===== config.mk =====
export PLATFORM = sky130hd
export DESIGN_NAME = uart_line_command_responder
export DESIGN_NICKNAME = d
export VERILOG_FILES = /design/src/rtl/ulcr_pkg.sv /design/src/rtl/uart_line_command_responder.sv /design/src/rtl/ulcr_front.sv /design/src/rtl/ulcr_queue.sv /design/src/rtl/ulcr_back.sv
export SDC_FILE = /design/constraint.sdc
export NUM_CORES = 1
export LEC_CHECK = 0
export BUFFER_PORTS_ARGS = -buffer_cell sky130_fd_sc_hd__buf_4
export CORE_UTILIZATION = 50
export CTS_BUF_LIST = sky130_fd_sc_hd__clkbuf_4
export DETAILED_ROUTE_END_ITERATION = 7
export PLACE_DENSITY = 0.66
export SLEW_MARGIN = 5
export SYNTH_ARGS = -nofsm -noshare
export SYNTH_HDL_FRONTEND = slang
export SYNTH_SLANG_ARGS = --single-unit

===== constraint.sdc =====
create_clock -name i_clk -period 4.65 [get_ports i_clk]
set_input_delay 0 -clock i_clk [delete_from_list [all_inputs] [get_ports i_clk]]
set_output_delay 0 -clock i_clk [all_outputs]
set_load 0.03 [all_outputs]

===== src/rtl/ulcr_pkg.sv =====
// ----------------------------------------------------------------------------
// ulcr_pkg
// Shared types, constants and text tables of the UART line command responder.
// ----------------------------------------------------------------------------
package ulcr_pkg;

    // Default sizes
    localparam int DEF_LINE_DEPTH  = 32;
    localparam int DEF_QUEUE_DEPTH = 4;

    // Line terminators, zero byte and command letters
    localparam logic [7:0] CHAR_CR   = 8'h0D;
    localparam logic [7:0] CHAR_LF   = 8'h0A;
    localparam logic [7:0] CHAR_NUL  = 8'h00;
    localparam logic [7:0] CHAR_LO_O = 8'h6F;  // 'o'
    localparam logic [7:0] CHAR_LO_F = 8'h66;  // 'f'
    localparam logic [7:0] CHAR_LO_N = 8'h6E;  // 'n'

    // Fixed response texts
    localparam int MSG_OFF_LEN  = 9;
    localparam int MSG_ON_LEN   = 8;
    localparam int MSG_ECHO_LEN = 6;

    localparam logic [7:0] MSG_OFF [MSG_OFF_LEN] =
        '{8'h4C, 8'h45, 8'h44, 8'h20, 8'h6F, 8'h66, 8'h66, 8'h0D, 8'h0A};
    localparam logic [7:0] MSG_ON [MSG_ON_LEN] =
        '{8'h4C, 8'h45, 8'h44, 8'h20, 8'h6F, 8'h6E, 8'h0D, 8'h0A};
    localparam logic [7:0] MSG_ECHO [MSG_ECHO_LEN] =
        '{8'h45, 8'h63, 8'h68, 8'h6F, 8'h3A, 8'h20};

    // Kind of response
    typedef enum logic [1:0] {
        K_OFF  = 2'd0,
        K_ON   = 2'd1,
        K_ECHO = 2'd2
    } t_kind;

    // One classified item in the queue
    typedef struct packed {
        logic       eol;
        logic [7:0] data;
    } t_item;

    // Queue status seen by both sides
    typedef struct packed {
        logic full;
        logic empty;
    } t_q_status;

    // Length of the fixed text of a response kind
    function automatic logic [3:0] f_msg_len(t_kind k);
        logic [3:0] len;
        unique case (k)
            K_OFF:   len = 4'(MSG_OFF_LEN);
            K_ON:    len = 4'(MSG_ON_LEN);
            K_ECHO:  len = 4'(MSG_ECHO_LEN);
            default: len = 4'(MSG_ECHO_LEN);
        endcase
        return len;
    endfunction

    // Character of the fixed text at index i
    function automatic logic [7:0] f_msg_char(t_kind k, logic [3:0] i);
        logic [7:0] c;
        c = CHAR_NUL;
        unique case (k)
            K_OFF:   if (int'(i) < MSG_OFF_LEN)  c = MSG_OFF[i];
            K_ON:    if (int'(i) < MSG_ON_LEN)   c = MSG_ON[i[2:0]];
            K_ECHO:  if (int'(i) < MSG_ECHO_LEN) c = MSG_ECHO[i[2:0]];
            default: c = CHAR_NUL;
        endcase
        return c;
    endfunction

endpackage


===== src/rtl/uart_line_command_responder.sv =====
// ----------------------------------------------------------------------------
// uart_line_command_responder
// Line-based command responder: collects received bytes into lines and
// answers "off", "on" or anything else with an LED message or an echo.
// ----------------------------------------------------------------------------
// Each received byte is one input transfer; ordinary bytes are stored and
// give no output, CR or LF closes the line and starts the response, which
// leaves as one character per output transfer with tlast on its final one
// and tuser carrying the LED level after that line. A byte passes the
// combinational front end into the queue and is stored by the back end
// once popped. A response holds 9 or 8 characters for the LED commands and
// 8 plus the line length for an echo, up to LINE_DEPTH + 7; the single
// output register takes the next one when empty or when its character is
// taken. During a response the queue accepts up to QUEUE_DEPTH further bytes.
// ----------------------------------------------------------------------------
module uart_line_command_responder
    import ulcr_pkg::*;
#(
    parameter int LINE_DEPTH  = DEF_LINE_DEPTH,
    parameter int QUEUE_DEPTH = DEF_QUEUE_DEPTH
) (
    input  logic       i_clk,
    input  logic       i_rst_n,
    input  logic       i_s_axis_tvalid,
    output logic       o_s_axis_tready,
    input  logic [7:0] i_s_axis_tdata,   // [7:0] rx_byte
    output logic       o_m_axis_tvalid,
    input  logic       i_m_axis_tready,
    output logic [7:0] o_m_axis_tdata,   // [7:0] tx_byte
    output logic       o_m_axis_tlast,   // last
    output logic [0:0] o_m_axis_tuser    // [0] led_level
);

    t_q_status q_status;
    t_item     push_item;
    t_item     head_item;
    logic      push;
    logic      pop;

    ulcr_front u_front (
        .i_s_axis_tvalid (i_s_axis_tvalid),
        .o_s_axis_tready (o_s_axis_tready),
        .i_s_axis_tdata  (i_s_axis_tdata),
        .i_q_status      (q_status),
        .o_push          (push),
        .o_item          (push_item)
    );

    ulcr_queue #(
        .QUEUE_DEPTH (QUEUE_DEPTH)
    ) u_queue (
        .i_clk      (i_clk),
        .i_rst_n    (i_rst_n),
        .i_push     (push),
        .i_item     (push_item),
        .i_pop      (pop),
        .o_item     (head_item),
        .o_q_status (q_status)
    );

    ulcr_back #(
        .LINE_DEPTH (LINE_DEPTH)
    ) u_back (
        .i_clk           (i_clk),
        .i_rst_n         (i_rst_n),
        .i_item          (head_item),
        .i_q_status      (q_status),
        .o_pop           (pop),
        .o_m_axis_tvalid (o_m_axis_tvalid),
        .i_m_axis_tready (i_m_axis_tready),
        .o_m_axis_tdata  (o_m_axis_tdata),
        .o_m_axis_tlast  (o_m_axis_tlast),
        .o_m_axis_tuser  (o_m_axis_tuser)
    );

endmodule


===== src/rtl/ulcr_front.sv =====
// ----------------------------------------------------------------------------
// ulcr_front
// Accepts received bytes and tags each one as line end or ordinary byte.
// ----------------------------------------------------------------------------
module ulcr_front
    import ulcr_pkg::*;
(
    input  logic       i_s_axis_tvalid,
    output logic       o_s_axis_tready,
    input  logic [7:0] i_s_axis_tdata,   // [7:0] rx_byte
    input  t_q_status  i_q_status,
    output logic       o_push,
    output t_item      o_item
);

    // Take a byte whenever the queue has room
    assign o_s_axis_tready = !i_q_status.full;
    assign o_push          = i_s_axis_tvalid && !i_q_status.full;

    // Classify: CR or LF closes the line
    always_comb begin
        o_item.data = i_s_axis_tdata;
        o_item.eol  = (i_s_axis_tdata == CHAR_CR) || (i_s_axis_tdata == CHAR_LF);
    end

endmodule


===== src/rtl/ulcr_queue.sv =====
// ----------------------------------------------------------------------------
// ulcr_queue
// Short first-word-fall-through queue between front and back end.
// ----------------------------------------------------------------------------
module ulcr_queue
    import ulcr_pkg::*;
#(
    parameter int QUEUE_DEPTH = DEF_QUEUE_DEPTH
) (
    input  logic      i_clk,
    input  logic      i_rst_n,
    input  logic      i_push,
    input  t_item     i_item,
    input  logic      i_pop,
    output t_item     o_item,
    output t_q_status o_q_status
);

    localparam int PTR_W = (QUEUE_DEPTH > 1) ? $clog2(QUEUE_DEPTH) : 1;
    localparam int CNT_W = $clog2(QUEUE_DEPTH + 1);

    t_item              r_mem [QUEUE_DEPTH];
    logic [PTR_W-1:0]   r_wr_ptr;
    logic [PTR_W-1:0]   r_rd_ptr;
    logic [CNT_W-1:0]   r_count;
    logic               do_push;
    logic               do_pop;

    assign do_push = i_push && (int'(r_count) < QUEUE_DEPTH);
    assign do_pop  = i_pop && (r_count != '0);

    assign o_item           = r_mem[r_rd_ptr];
    assign o_q_status.full  = (int'(r_count) == QUEUE_DEPTH);
    assign o_q_status.empty = (r_count == '0);

    // Storage
    always_ff @(posedge i_clk) begin
        if (do_push) begin
            r_mem[r_wr_ptr] <= i_item;
        end
    end

    // Pointers and fill count
    always_ff @(posedge i_clk) begin
        if (!i_rst_n) begin
            r_wr_ptr <= '0;
            r_rd_ptr <= '0;
            r_count  <= '0;
        end else begin
            if (do_push) begin
                r_wr_ptr <= (int'(r_wr_ptr) == QUEUE_DEPTH - 1) ? '0 : r_wr_ptr + PTR_W'(1);
            end
            if (do_pop) begin
                r_rd_ptr <= (int'(r_rd_ptr) == QUEUE_DEPTH - 1) ? '0 : r_rd_ptr + PTR_W'(1);
            end
            if (do_push && !do_pop) begin
                r_count <= r_count + CNT_W'(1);
            end else if (do_pop && !do_push) begin
                r_count <= r_count - CNT_W'(1);
            end
        end
    end

endmodule


===== src/rtl/ulcr_back.sv =====
// ----------------------------------------------------------------------------
// ulcr_back
// Stores line bytes, decides the command at line end and sends the response
// one character per transfer through an output register.
// ----------------------------------------------------------------------------
module ulcr_back
    import ulcr_pkg::*;
#(
    parameter int LINE_DEPTH = DEF_LINE_DEPTH
) (
    input  logic       i_clk,
    input  logic       i_rst_n,
    input  t_item      i_item,
    input  t_q_status  i_q_status,
    output logic       o_pop,
    output logic       o_m_axis_tvalid,
    input  logic       i_m_axis_tready,
    output logic [7:0] o_m_axis_tdata,   // [7:0] tx_byte
    output logic       o_m_axis_tlast,   // last
    output logic [0:0] o_m_axis_tuser    // [0] led_level
);

    localparam int ADDR_W = $clog2(LINE_DEPTH);
    localparam int CNT_W  = (ADDR_W > 4) ? ADDR_W : 4;

    typedef enum logic [3:0] {
        S_IDLE = 4'b0001,
        S_MSG  = 4'b0010,
        S_ECHO = 4'b0100,
        S_CRLF = 4'b1000
    } t_state;

    t_state             r_state, n_state;
    logic [CNT_W-1:0]   r_idx, n_idx;
    t_kind              r_kind;
    logic               r_led;
    logic [ADDR_W-1:0]  r_resp_len;

    // Line store and its bookkeeping
    logic [7:0]         r_mem [LINE_DEPTH];
    logic [7:0]         r_rd_data;
    logic [ADDR_W-1:0]  rd_addr;
    logic [ADDR_W-1:0]  r_fill;
    logic [ADDR_W-1:0]  r_len;    // bytes before first zero of current line
    logic               r_zero;   // zero byte seen in current line
    logic               r_c0_o, r_c1_f, r_c1_n, r_c2_f;

    // Output register
    logic               r_out_valid;
    logic [7:0]         r_out_data;
    logic               r_out_last;
    logic               r_out_led;
    logic               can_load;
    logic               load;
    logic [7:0]         n_char;
    logic               n_last;

    // Line-end decision
    logic [ADDR_W-1:0]  eff_len;
    logic               is_off;
    logic               is_on;
    logic               pop_eol;
    logic               pop_byte;

    assign can_load = !r_out_valid || i_m_axis_tready;
    assign pop_eol  = o_pop && i_item.eol;
    assign pop_byte = o_pop && !i_item.eol;

    // A line whose fill index has wrapped to zero, or an empty line, has length zero
    assign eff_len = (r_fill == '0) ? '0 : r_len;
    assign is_off  = (eff_len == ADDR_W'(3)) && r_c0_o && r_c1_f && r_c2_f;
    assign is_on   = (eff_len == ADDR_W'(2)) && r_c0_o && r_c1_n;

    // Sequencer
    always_comb begin
        n_state = r_state;
        n_idx   = r_idx;
        load    = 1'b0;
        n_char  = CHAR_NUL;
        n_last  = 1'b0;
        o_pop   = 1'b0;
        unique case (r_state)
            S_IDLE: begin
                if (!i_q_status.empty) begin
                    o_pop = 1'b1;
                    if (i_item.eol) begin
                        n_state = S_MSG;
                        n_idx   = '0;
                    end
                end
            end
            S_MSG: begin
                if (can_load) begin
                    load   = 1'b1;
                    n_char = f_msg_char(r_kind, r_idx[3:0]);
                    if (r_idx[3:0] == f_msg_len(r_kind) - 4'd1) begin
                        n_idx = '0;
                        if (r_kind != K_ECHO) begin
                            n_last  = 1'b1;
                            n_state = S_IDLE;
                        end else if (r_resp_len == '0) begin
                            n_state = S_CRLF;
                        end else begin
                            n_state = S_ECHO;
                        end
                    end else begin
                        n_idx = r_idx + CNT_W'(1);
                    end
                end
            end
            S_ECHO: begin
                if (can_load) begin
                    load   = 1'b1;
                    n_char = r_rd_data;
                    if (r_idx[ADDR_W-1:0] == r_resp_len - ADDR_W'(1)) begin
                        n_idx   = '0;
                        n_state = S_CRLF;
                    end else begin
                        n_idx = r_idx + CNT_W'(1);
                    end
                end
            end
            S_CRLF: begin
                if (can_load) begin
                    load = 1'b1;
                    if (r_idx == '0) begin
                        n_char = CHAR_CR;
                        n_idx  = CNT_W'(1);
                    end else begin
                        n_char  = CHAR_LF;
                        n_last  = 1'b1;
                        n_idx   = '0;
                        n_state = S_IDLE;
                    end
                end
            end
            default: begin
                n_state = S_IDLE;
                n_idx   = '0;
            end
        endcase
    end

    // Prefetch the entry the echo phase needs next
    assign rd_addr = (int'(n_idx) < LINE_DEPTH) ? n_idx[ADDR_W-1:0] : '0;

    always_ff @(posedge i_clk) begin
        if (pop_byte) begin
            r_mem[r_fill] <= i_item.data;
        end
        r_rd_data <= r_mem[rd_addr];
    end

    // Running length and command letters, tracked as bytes arrive
    always_ff @(posedge i_clk) begin
        if (pop_byte) begin
            if (r_fill == '0) begin
                r_zero <= (i_item.data == CHAR_NUL);
                r_len  <= (i_item.data == CHAR_NUL) ? '0 : ADDR_W'(1);
                r_c0_o <= (i_item.data == CHAR_LO_O);
            end else if (!r_zero) begin
                if (i_item.data == CHAR_NUL) begin
                    r_zero <= 1'b1;
                end else begin
                    r_len <= r_len + ADDR_W'(1);
                end
            end
            if (r_fill == ADDR_W'(1)) begin
                r_c1_f <= (i_item.data == CHAR_LO_F);
                r_c1_n <= (i_item.data == CHAR_LO_N);
            end
            if (r_fill == ADDR_W'(2)) begin
                r_c2_f <= (i_item.data == CHAR_LO_F);
            end
        end
    end

    // Response setup at line end
    always_ff @(posedge i_clk) begin
        if (pop_eol) begin
            r_resp_len <= eff_len;
            if (is_off) begin
                r_kind <= K_OFF;
            end else if (is_on) begin
                r_kind <= K_ON;
            end else begin
                r_kind <= K_ECHO;
            end
        end
    end

    // Control state
    always_ff @(posedge i_clk) begin
        if (!i_rst_n) begin
            r_state     <= S_IDLE;
            r_idx       <= '0;
            r_fill      <= '0;
            r_led       <= 1'b1;
            r_out_valid <= 1'b0;
        end else begin
            r_state <= n_state;
            r_idx   <= n_idx;
            if (pop_byte) begin
                r_fill <= (int'(r_fill) == LINE_DEPTH - 1) ? '0 : r_fill + ADDR_W'(1);
            end else if (pop_eol) begin
                r_fill <= '0;
            end
            if (pop_eol && is_off) begin
                r_led <= 1'b0;
            end else if (pop_eol && is_on) begin
                r_led <= 1'b1;
            end
            if (load) begin
                r_out_valid <= 1'b1;
            end else if (i_m_axis_tready) begin
                r_out_valid <= 1'b0;
            end
        end
    end

    // Output payload; the LED level travels with its character
    always_ff @(posedge i_clk) begin
        if (load) begin
            r_out_data <= n_char;
            r_out_last <= n_last;
            r_out_led  <= r_led;
        end
    end

    assign o_m_axis_tvalid = r_out_valid;
    assign o_m_axis_tdata  = r_out_data;
    assign o_m_axis_tlast  = r_out_last;
    assign o_m_axis_tuser  = r_out_led;

`ifndef SYNTHESIS
    a_last_ends_resp: assert property (@(posedge i_clk) disable iff (!i_rst_n)
        (load && n_last) |=> (r_state == S_IDLE))
        else $error("response did not end after its last character");

    a_echo_in_range: assert property (@(posedge i_clk) disable iff (!i_rst_n)
        (r_state == S_ECHO) |-> (r_idx[ADDR_W-1:0] < r_resp_len))
        else $error("echo index beyond line length");

    a_len_in_fill: assert property (@(posedge i_clk) disable iff (!i_rst_n)
        (r_fill != '0) |-> (r_len <= r_fill))
        else $error("line length exceeds fill index");

    a_no_pop_busy: assert property (@(posedge i_clk) disable iff (!i_rst_n)
        pop_eol |=> !o_pop)
        else $error("queue popped while a response is starting");
`endif

endmodule


## After elaboration in Yosys (flattened, before gate mapping)

Memories as Yosys holds them, arrays and structs flattened. A register that Yosys moved wholly into a read port is not among the register bits.
Index checks and enable logic that the tools add are counted.

- Add/subtract/negate cells: 9
- $lt $le $gt $ge: 6
- Eq/ne operators: 32
- Muxes and demuxes: 74
- Bitwise operators: 2
- Reduce and logical (&&, ||, !) cells: 38

Operators with widths:

| kind | count |
|---|---|
| two-way mux 8 bit | 12 |
| two-way mux 5 bit | 14 |
| two-way mux 4 bit | 12 |
| one-hot mux 8 bit (3 select lines) | 2 |
| == test 8 x 7 -> 1 bit, second input constant | 3 |
| two-way mux 1 bit | 22 |
| one-hot mux 5 bit (4 select lines) | 1 |
| == test 8 x 4 -> 1 bit, second input constant | 2 |
| one-hot mux 4 bit (4 select lines) | 1 |
| adder 5 x 1 -> 5 bit, second input constant | 3 |
| == test 5 x 2 -> 1 bit, second input constant | 3 |
| zero test 5 bit | 3 |
| logical AND 1 bit | 14 |
| inequality test 2 x 1 -> 1 bit, second input constant | 7 |
| == test 5 x 1 -> 1 bit, second input constant | 2 |
| two-way mux 2 bit | 5 |
| two-way mux 3 bit | 3 |
| zero test 8 bit | 1 |
| less-than comparator 4 bit, second input constant | 2 |
| inequality test 2 bit, second input constant | 4 |
| one-hot mux 4 bit (2 select lines) | 1 |
| AND reduction 8 bit | 1 |
| nonzero test 2 bit | 4 |
| == test 2 x 1 -> 1 bit, second input constant | 3 |
| 28 further kinds | 36 |

- Register bits after elaboration: 50
- RAM bits: 292
- Bits in read-only memories: 256
- Input port bits: 12
- Output and inout port bits: 12
- Word-level logic and storage cells: 185
- Memories: 5

Memories:

| name | depth | width | rd ports | clocked after memory_dff | wr ports | line | RTL |
|---|---|---|---|---|---|---|---|
| u_back.r_mem | 32 | 8 | 1 | 1 | 1 | ulcr_back.sv:40 | `logic [7:0] r_mem [LINE_DEPTH];` |
| (name not given) | 16 | 8 | 1 | 0 | 0 | ulcr_pkg.sv:67 | `K_OFF: if (int'(i) < MSG_OFF_LEN) c = MSG_OFF[i];` |
| (name not given) | 8 | 8 | 1 | 0 | 0 | ulcr_pkg.sv:68 | `K_ON: if (int'(i) < MSG_ON_LEN) c = MSG_ON[i[2:0]];` |
| (name not given) | 8 | 8 | 1 | 0 | 0 | ulcr_pkg.sv:69 | `K_ECHO: if (int'(i) < MSG_ECHO_LEN) c = MSG_ECHO[i[2:0]];` |
| u_queue.r_mem | 4 | 9 | 1 | 1 | 1 | ulcr_queue.sv:22 | `t_item r_mem [QUEUE_DEPTH];` |

## Longest topological paths before layout

Gate-level depths: netlist (run 1).

- Depth in word-level cells: 9
- Depth in mapped cells: 16
- Mapped depth without buffers: 11

## By module

Synthesis (run 1) repeated with hierarchy kept, for this count alone.

- Cells, all modules: 1044
- Area, all modules: 14870.5 um^2

Modules (own cells, without submodules):

| module | times used | cells each | area each (um^2) | seq. area each (um^2) |
|---|---|---|---|---|
| ulcr_back | 1 | 935 | 12976.2 | 8978.6 |
| ulcr_queue | 1 | 95 | 1785.5 | 1261.2 |
| ulcr_front | 1 | 14 | 108.9 | 0.0 |

## Least setup slack after synthesis (run 1)

OpenSTA, ideal clock, no wires.

- Path type: flip-flop to flip-flop
- Start point: register u_back.r_resp_len[0]
- End point: register u_back.r_rd_data[0], read port of u_back.r_mem
- Library setup time: 88 ps
- Arrival: 2941 ps
- Data required time: 4562 ps
- Setup slack: 1621 ps
- Stages on the path, launching flop included: 14
- Buffers on the path: 2
- Period minus slack after synthesis: 3029 ps
- Cell sequence: edfxtp_1 > inv_1 > ha_1 > nor3b_2 > xnor2_1 > o31ai_2 > and3_4 > a21oi_1 > a21oi_1 > buf_2 > buf_1 > mux2_2 > a22o_1 > nor4_2

- Longest elaborated chain between the ends: 5

Ends and longest elaborated chain:

| item | line | RTL |
|---|---|---|
| start: declaration | ulcr_back.sv:37 | `logic [ADDR_W-1:0] r_resp_len;` |
| start signal: assignment | ulcr_back.sv:181 | `r_resp_len <= eff_len;` |
| subtractor 5 x 1 -> 5 bit | ulcr_back.sv:115 | `if (r_idx[ADDR_W-1:0] == r_resp_len - ADDR_W'(1)) begin` |
| == test 5 bit | ulcr_back.sv:115 |  |
| two-way mux 5 bit | ulcr_back.sv:115 |  |
| two-way mux 5 bit | ulcr_back.sv:112 | `if (can_load) begin` |
| one-hot mux 5 bit (4 select lines) | ulcr_back.sv:82 | `unique case (r_state)` |
| end: declaration | ulcr_back.sv:41 | `logic [7:0] r_rd_data;` |

No other way between the ends.
A chain may end at the register's enable or synchronous reset.

## Worst setup path after layout (run 1)

- Start point: register u_back.r_idx[3]
- End point: register u_back.r_rd_data[6], read port of u_back.r_mem

- Longest elaborated chain between the ends: 4
- Elaborated cells on any way between the ends: 13
- Those cells by class: add/sub (1); eq/ne (2); mux (9); reduce/logical (1)

Ends and longest elaborated chain:

| item | line | RTL |
|---|---|---|
| start: declaration | ulcr_back.sv:34 | `logic [CNT_W-1:0] r_idx, n_idx;` |
| start signal: assignment | ulcr_back.sv:202 | `r_idx <= n_idx;` |
| adder 5 x 1 -> 5 bit (tied with other cells) | ulcr_back.sv:107, ulcr_back.sv:119 |  |
| two-way mux 5 bit (tied with other cells) | ulcr_back.sv:115 |  |
| two-way mux 5 bit, on equally long branches | ulcr_back.sv:112, ulcr_back.sv:93, ulcr_back.sv:124 |  |
| one-hot mux 5 bit (4 select lines) * | ulcr_back.sv:82 |  |

Every way passes the cells marked *; elsewhere a longest branch is shown, timed or not.

==> summary.md, run 1 <==
| Metric | Value |
|---|---|
| Synth top area share | 63.1% |
| Reg-to-Reg Start | u_back.r_idx[3] |
| # resized after CTS | 0 |
| CP max-delay cell | dfxtp_1 |
| Worst setup path end | u_back.r_rd_data[6] |
| Initial core utilization | between 50% and 60% |
| Worst IR Drop VDD | 0.403 mV |
| Post-synth EDFFs | ~320 |
| Slew Limit Fails | 0 |
| F_max | 266 MHz |
| # DRC | 0 |
| Worst Clk Skew | approximately 0.05 ns |
| Drt first-iter violations | 688 |
| DP Wirelength | just over 20000 µm |
| Clock latency on the worst-skew pair | approximately 0.7 ns |
| Ys Warns | 0 |
| TNS Setup | 0 ns |
| Layout cells sized above 1 | 23.5% |
| I/O pin cnt | 24 |
| Final nets | between 1000 and 1500 |
| WP data arrival | between 4 and 5 ns |
| CTS Root Cell | clkbuf_4 |
| Via total after detailed routing | 8557 |
| Max-capacitance violation count | 0 |
| Buffers added on ports | 23 |
| Post-synthesis register bit count | approximately 350 |
| Mapped Cells | 980 |
| Critical path type | reg -> reg |
| Sinks on Clock Net | 352 |
| Setup Viol. Count Final | 0 |
| Vias in the first global route | about 8500 |
| DRT Wirelength | about 32000 µm |
| Lkg Pwr | roughly 6.9 nW |
| Reg2reg setup slack | roughly 0.89 ns |
| Hold Crit Class | in -> reg |
| Required time of the critical path | around 5.2 ns |
| Post-synth cell types | 64 |
| Crit path from | u_back.r_idx[3] |
| Crit path max fanout | 32 |
| Mapped Area | approximately 15000 µm² |
| R2R cell count | 10 |
| Mapped Avg Cell Area | ~15 µm² |
| Drt pass-1 iters | 5 |
| CTS Buf Count | just under 90 |
| Worst Setup End Kind | flop |
| Fin. Hold Viols | 0 |
| Antenna violation net count after detailed routing | 0 |
| Layout area overhead | 13.6% |
| Wire length per cell | about 20 µm |
| CTS clock-pin slew for the worst setup and hold paths | approximately 0.060 ns |
| First-pass GRT wire length | 49200 µm |
| Status | finished, final reports clean |
| Seq/Total Area, Yosys | between 60% and 70% |
| PD cells | 488 nW/µm² |
| Worst Setup Start Kind | flop |
| Row cnt | 63 |
| Final Cycle Share | approximately four fifths |
| Vias/cell | approximately 5.4 |
| Placer Congestion | between 0.8 and 0.9 |
| Die Width | 176 µm |
| RSZ-0062 raised after global routing | no |
| Final core occ | roughly 58% |
| DIE AREA | 31100 µm² |
| Ys flop type | edfxtp_1 |
| Largest area contributor in the netlist | edfxtp_1 |
| Slew HR | around 43% |
| Die height | between 150 and 200 µm |
| Ranking of synthesized cells by area | edfxtp_1, mux2i_1, dfxtp_1 |
| Core Footprint | 29700 µm² |
| Number of buffers on the longest clock path | 3 |
| Largest net degree at the start of global routing | 66 |
| FF-to-FF End | u_back.r_rd_data[6] |
| Post-synth ARST share | 0% |
| Htree depth | 3 |
| Fill cells | 2305 |
| Post-route minimum period | between 3 and 4 ns |
| Worst Max-Slew Pin Slew | roughly 0.85 ns |
| Critical path cell sequence | xnor2_4 -> xnor2_1 -> o311ai_2 -> and3_4 -> a21oi_1 -> a21oi_4 -> buf_4 -> mux2i_1 -> o22ai_1 -> nor4_2 |
| Total grt overflow | 0 |
| GRT Total Usage | roughly a fifth |
| Antenna violations before repair | 3 |
| CTS tree | built |
| Worst path max stage delay | approximately 0.79 ns |
| Post-synth net total | roughly 1000 |
-- logic make-up (layout without fill, tap and decap cells) --
family	Yosys count	after routing	synth area share (%)
compound gates	110	110	4.98
xor+xnor	13	13	0.874
fa+ha+maj	21	21	1.78
buf+inv	63	263	2.64
flops	352	352	67.4
mux	203	203	14.4
other cells	0	2	0
simple gates	218	218	7.90
-- synth_stat cells, types with 16 or more instances --
| cell type | n |
|---|---|
| nor2b_1 | 23 |
| edfxtp_1 | 319 |
| dfxtp_1 | 33 |
| inv_1 | 17 |
| a22o_1 | 16 |
| o22ai_1 | 20 |
| nor2_1 | 64 |
| nand2_1 | 37 |
| mux2i_1 | 162 |
| a21oi_1 | 25 |
| mux2_2 | 32 |
| ha_1 | 20 |
| and2_1 | 20 |
-- worst max-delay path, delay by kind of cell (launching register included) --
| family | cells | cell delay (ns) |
|---|---|---|
| DFF | 1 | 0.79 |
| buffers and inverters | 1 | 0.60 |
| and+or+nand+nor | 2 | 0.47 |
| AOI/OAI and AO/OA | 4 | 1.13 |
| muxes | 1 | 0.31 |
| xor gates and xnor gates | 2 | 0.30 |
-- registers in the layout, indices dropped and copies added, names as in the netlist, named ones only --
name,count
u_back.r_kind,2
u_back.r_c1_n,1
u_queue.r_wr_ptr,2
u_back.r_c2_f,1
u_back.o_m_axis_tdata,8
u_back.r_mem,256
u_back.r_idx,5
u_queue.r_mem,36
u_back.r_c1_f,1
u_back.r_state,4
u_back.r_fill,5
u_queue.r_rd_ptr,2
u_back.r_led,1
u_back.r_rd_data,8
u_back.r_len,5
u_back.o_m_axis_tvalid,1
u_back.r_c0_o,1
u_back.o_m_axis_tuser,1
u_back.r_zero,1
u_back.o_m_axis_tlast,1
u_queue.r_count,3
u_back.r_resp_len,5
-- power breakdown --
part | internal, W | total [W] | switching, W | leakage, nW
combinational | 0.000524 | 0.00156 | 0.00103 | 3.09
sequential | 0.00401 | 0.00418 | 0.000165 | 3.13
clock | 0.00147 | 0.00268 | 0.00121 | 0.713
-- routing by layer --
metal | track usage [%] | vias to the layer above | wire length, µm
li1 | - | 4084 | -
met1 | 28.0 | 4187 | 13900
met2 | 35.0 | 231 | 15800
met3 | 4.59 | 55 | 1760
met4 | 7.54 | 0 | 557
met5 | 0 | - | 0
-- how the worst min path moves through the flow --
stage	start	endpoint	slack, ns	cells past startpoint
final	i_s_axis_tdata[6]	u_queue.r_mem[0][6]	0.07	2
after global placement	i_s_axis_tdata[6]	u_queue.r_mem[3][6]	0.21	1
after detailed placement	i_s_axis_tdata[6]	u_queue.r_mem[0][6]	0.22	1
after CTS	i_s_axis_tdata[6]	u_queue.r_mem[0][6]	0.02	2
after floorplan	i_s_axis_tdata[0]	u_queue.r_mem[0][0]	0.1	0
after global routing	i_s_axis_tdata[7]	u_queue.r_mem[2][7]	0.04	2
-- area by class of cell --
cell class / count / area [µm²] / share of cell area, %
well taps: 390 / 488 / 2.83
diodes: 2 / 5.00 / 0.0290
repair buffers: 82 / 683 / 3.96
multi-input cells: 565 / 4560 / 26.5
clock buffers: 138 / 1040 / 6.00
inverters: 18 / 67.6 / 0.392
flip-flops and latches: 352 / 10200 / 59.3
clock inverters: 25 / 170 / 0.986
-- metrics by stage --
step | total power [W] | hold WS, ns | setup slack, ns | area, µm² | cells
2_1_floorplan | 0.00527 | 0.0989 | 1.62 | 15200 | 980
3_3_place_gp | 0.00578 | 0.212 | 0.957 | 15900 | 1390
3_5_place_dp | 0.00581 | 0.217 | 0.891 | 15900 | 1390
4_1_cts | 0.00852 | 0.0240 | 0.868 | 17200 | 1570
5_1_grt | 0.00883 | 0.0423 | 0.654 | 17300 | 1571
6_report | 0.00841 | 0.0664 | 0.894 | 17300 | 1572
-- cell usage in the layout (no fill, tap or decap), types with 16 or more instances in the layout --
cell type	count
a22o_1	16
dlygate4sd3_1	17
buf_4	63
nand2_1	37
o22ai_1	20
mux2_2	32
nor2_1	64
clkbuf_4	138
inv_1	17
nor2b_1	23
a21oi_1	24
dfxtp_1	33
ha_1	20
mux2i_1	162
and2_1	20
edfxtp_1	319
-- what timing repair did --
item,CTS,global route
endpoints found under the hold margin,68,0
hold buffers,17,0
buffers inserted,0,0
No activity file was read; power rests on OpenSTA's default activity.
==> run 2, diff against run 1 <==
Settings changed: ABC_AREA set to 1, PLACE_DENSITY 0.66 to 0.68.
Clock period 4.65 ns to 3.1 ns, I/O delays scaled along.
==> summary.md, run 2 <==
| Metric | Value |
|---|---|
| Status | finished, final reports clean |
| Mapped Avg Cell Area | 10.3 µm² (-33%) |
| Row cnt | 64 (+1.6%) |
| Wire length per cell | 18.9 µm (-7.1%) |
| Sinks on Clock Net | 352 (unchanged) |
| Critical path type | reg -> reg |
| F_max | 345 MHz (+30%) |
| GRT Total Usage | 25.2% (+3.9 points) |
| PD cells | 798 nW/µm² (+64%) |
| Slew HR | 39.9% (-3.3 points) |
| Top-count cell post-synth | nand2_1 |
| Initial core utilization | 51.3% (+0.22 points) |
| Via total after detailed routing | 11814 (+38%) |
| WP data arrival | 3.51 ns (-0.82 ns) |
| Layout cells sized above 1 | 15.2% (-8.3 points) |
| # DRC | 0 (unchanged) |
| Power Total | 0.0145 W (+72%) |
| Die height | 180 µm (+2.2%) |
| CTS tree | built |
| Post-Layout Cell Count | 2128 (+35%) |
| Mapped Cells | 1537 (+57%) |
| Post-synth ARST share | 0% (unchanged) |
| Slew Limit Fails | 0 (unchanged) |
| Antenna violations before repair | 2 (-1) |
| Number of buffers on the longest clock path | 3 (unchanged) |
| Final core occ | 58.7% (+0.67 points) |
| Required time of the critical path | 3.72 ns (-1.50 ns) |
| Worst Max-Slew Pin Slew | 0.898 ns (+0.0500 ns) |
| Drt first-iter violations | 1331 (+93%) |
| Antenna violation net count after detailed routing | 0 (unchanged) |
| Ranking of synthesized cells by area | edfxtp_1, nand2_1, nand3_1 |
| Inst Count DP | 1956 (+41%) |
| DRT Wirelength | 40200 µm (+26%) |
| Final nets | 1698 (+49%) |
| Max-capacitance violation count | 0 (unchanged) |
| Core Footprint | 30900 µm² (+4.0%) |
| Vias in the first global route | 11636 (+36%) |
| Largest area contributor in the netlist | edfxtp_1 |
| Reg2reg setup slack | 0.21 ns (-0.69 ns) |
| Met3 routed WL | 3720 µm (+110%) |
| Top Registers | u_back.r_mem: 256 flops, u_queue.r_mem: 36 flops |
| Layout area overhead | 14.5% |
| Crit path max fanout | 38 (+19%) |
| Worst IR Drop VDD | 0.597 mV (+48%) |
| Synth top area share | 60.4% (-2.7 points) |
| Most common cell after layout, fill and taps aside | nand2_1 |
| Seq/Total Area, Yosys | 64.6% (-2.9 points) |
| CTS clock-pin slew for the worst setup and hold paths | 0.07 ns (about the same) |
| DP Wirelength | 24500 µm (+21%) |
| Post-route minimum period | 2.89 ns (-0.861 ns) |
| Drt pass-1 iters | 6 (+1) |
| Clock latency on the worst-skew pair | 0.77 ns (+0.07 ns) |
| Buffers added on ports | 23 (unchanged) |
| Worst path max stage delay | 0.34 ns (-0.45 ns) |
| Post-synth net total | 1570 (+55%) |
| CP max-delay cell | o21ai_1 |
| Lkg Pwr | 7.27 nW (+4.9%) |
| Worst Clk Skew | 0.0719 ns (+0.0212 ns) |
| Htree depth | 3 (unchanged) |
| First-pass GRT wire length | 63200 µm (+28%) |
| Fin. Hold Viols | 0 (unchanged) |
| Largest net degree at the start of global routing | 102 (+55%) |
| CTS Buf Count | 89 (+1.1%) |
| Post-synth EDFFs | 319 (unchanged) |
| Commonest non-fill, non-tap cells in the layout | nand2_1, edfxtp_1, nand3_1 |
| Mapped Area | 15900 µm² (+4.5%) |
| Hold Crit Class | in -> reg |
| Critical path cell sequence | inv_2 -> ha_1 -> nand2_1 -> nor2_1 -> nand2_1 -> nand2_1 -> nand2_1 -> o21ai_1 -> nand2_8 -> nand2_8 -> buf_16 -> nand2_1 -> nand3_1 -> nand3_1 -> nand3_2 -> nand2_1 -> nand2_1 -> nand2_1 |
| Placer Congestion | 0.876 (-0.49%) |
| Ys flop type | edfxtp_1 |
| Post-synth top cells | nand2_1, edfxtp_1, nand3_1, inv_1, nor2_1 |
| Final Cycle Share | 93.4% (+13 points) |
| M1 WL | 16400 µm (+19%) |
| Ys Warns | 0 (unchanged) |
| DIE AREA | 32400 µm² (+4.4%) |
| Top reg by flops | u_back.r_mem |
| Post-synth cell types | 44 (-31%) |
| Worst Setup Start Kind | flop |
| Post-synthesis register bit count | 352 (unchanged) |
| Worst Setup End Kind | flop |
| Vias/cell | 5.55 (+2.0%) |
| Die Width | 180 µm (+2.2%) |
| Metal2 WL | 18900 µm (+20%) |
| I/O pin cnt | 24 (unchanged) |
| CTS Root Cell | clkbuf_4 |
| Most used cell along the critical path | nand2_1 |
| Setup Viol. Count Final | 0 (unchanged) |
| Max layer used | met4 |
| Total grt overflow | 0 (unchanged) |
| Worst hold slack | 0.0644 ns (-0.00194 ns) |
| Max reg flops | 256 (unchanged) |
==> run 2: cell count changes after synthesis, moves of 32 or more <==
cell | previous run | this run
nand2_1 | 37 | 410
mux2i_1 | 162 | 0
nand3b_1 | 8 | 59
inv_1 | 17 | 142
nand3_1 | 11 | 266
mux2_2 | 32 | 0
buf_2 | 10 | 42
==> run 2: report_power, final <==
| part | switching (W) | leakage [nW] | internal [W] |
|---|---|---|---|
| Combinational | 0.00300 | 3.46 | 0.00111 |
| Clock | 0.00182 | 0.657 | 0.00198 |
| Sequential | 0.000176 | 3.15 | 0.00639 |
| Total | 0.00500 | 7.27 | 0.00948 |
==> run 2: final timing paths <==
check / start / end / cells past startpoint
hold reg to reg: u_back.r_state[1] / u_back.r_state[1] / 2
hold / removal: i_s_axis_tdata[1] / u_queue.r_mem[2][1] / 2
setup reg to reg: u_back.r_idx[0] / u_back.r_rd_data[5] / 18
setup / recovery: u_back.r_idx[0] / u_back.r_rd_data[5] / 18
==> run 2: layout make-up <==
cell class	count	area, µm²
antenna	3	7.51
clock buffer	129	968
clock inverter	26	128
fill	2618	12800
inverter	151	576
multi-input combinational	960	4750
sequential	352	10200
tap	396	495
timing repair buffer	111	988
==> run 2: timing repair <==
item                                    4_1_cts  5_1_grt
buffers inserted                              0        0
hold buffers                                 12        1
gates resized for setup                       0       14
endpoints found under the setup margin        0        8
endpoints found under the hold margin        70        3
==> run 2: logic make-up after synthesis <==
group	Yosys count	share of synthesized area (%)
compound gates	90	3.42
fa+ha+maj	21	1.70
buf+inv	226	6.22
simple gates	842	23.8
flops	352	64.6
xor+xnor	6	0.331
==> run 2: stage by stage <==
step | setup slack (ns) | area, µm² | TNS (ns)
after floorplan | 0.0923 | 15900 | 0
after global placement | 0.219 | 16800 | 0
after detailed placement | 0.135 | 16800 | 0
after CTS | 0.103 | 18100 | 0
after global routing | -0.0292 | 18200 | -0.0361
final | 0.205 | 18200 | 0
==> run 2: per-layer routing <==
layer  GRT usage (%)  vias to the layer above
li1                -                     5575
met5               0                        -
met2            40.4                      558
met4            9.85                        0
met1            33.0                     5589
met3            6.45                       92
==> run 2: worst max-delay path: cells and delay by family (launching register included) <==
| family | cells | cell delay, ns |
|---|---|---|
| buf+inv | 2 | 0.34 |
| compound gates | 1 | 0.34 |
| simple gates | 14 | 1.50 |
| fa+ha+maj | 1 | 0.23 |
| flops | 1 | 0.32 |
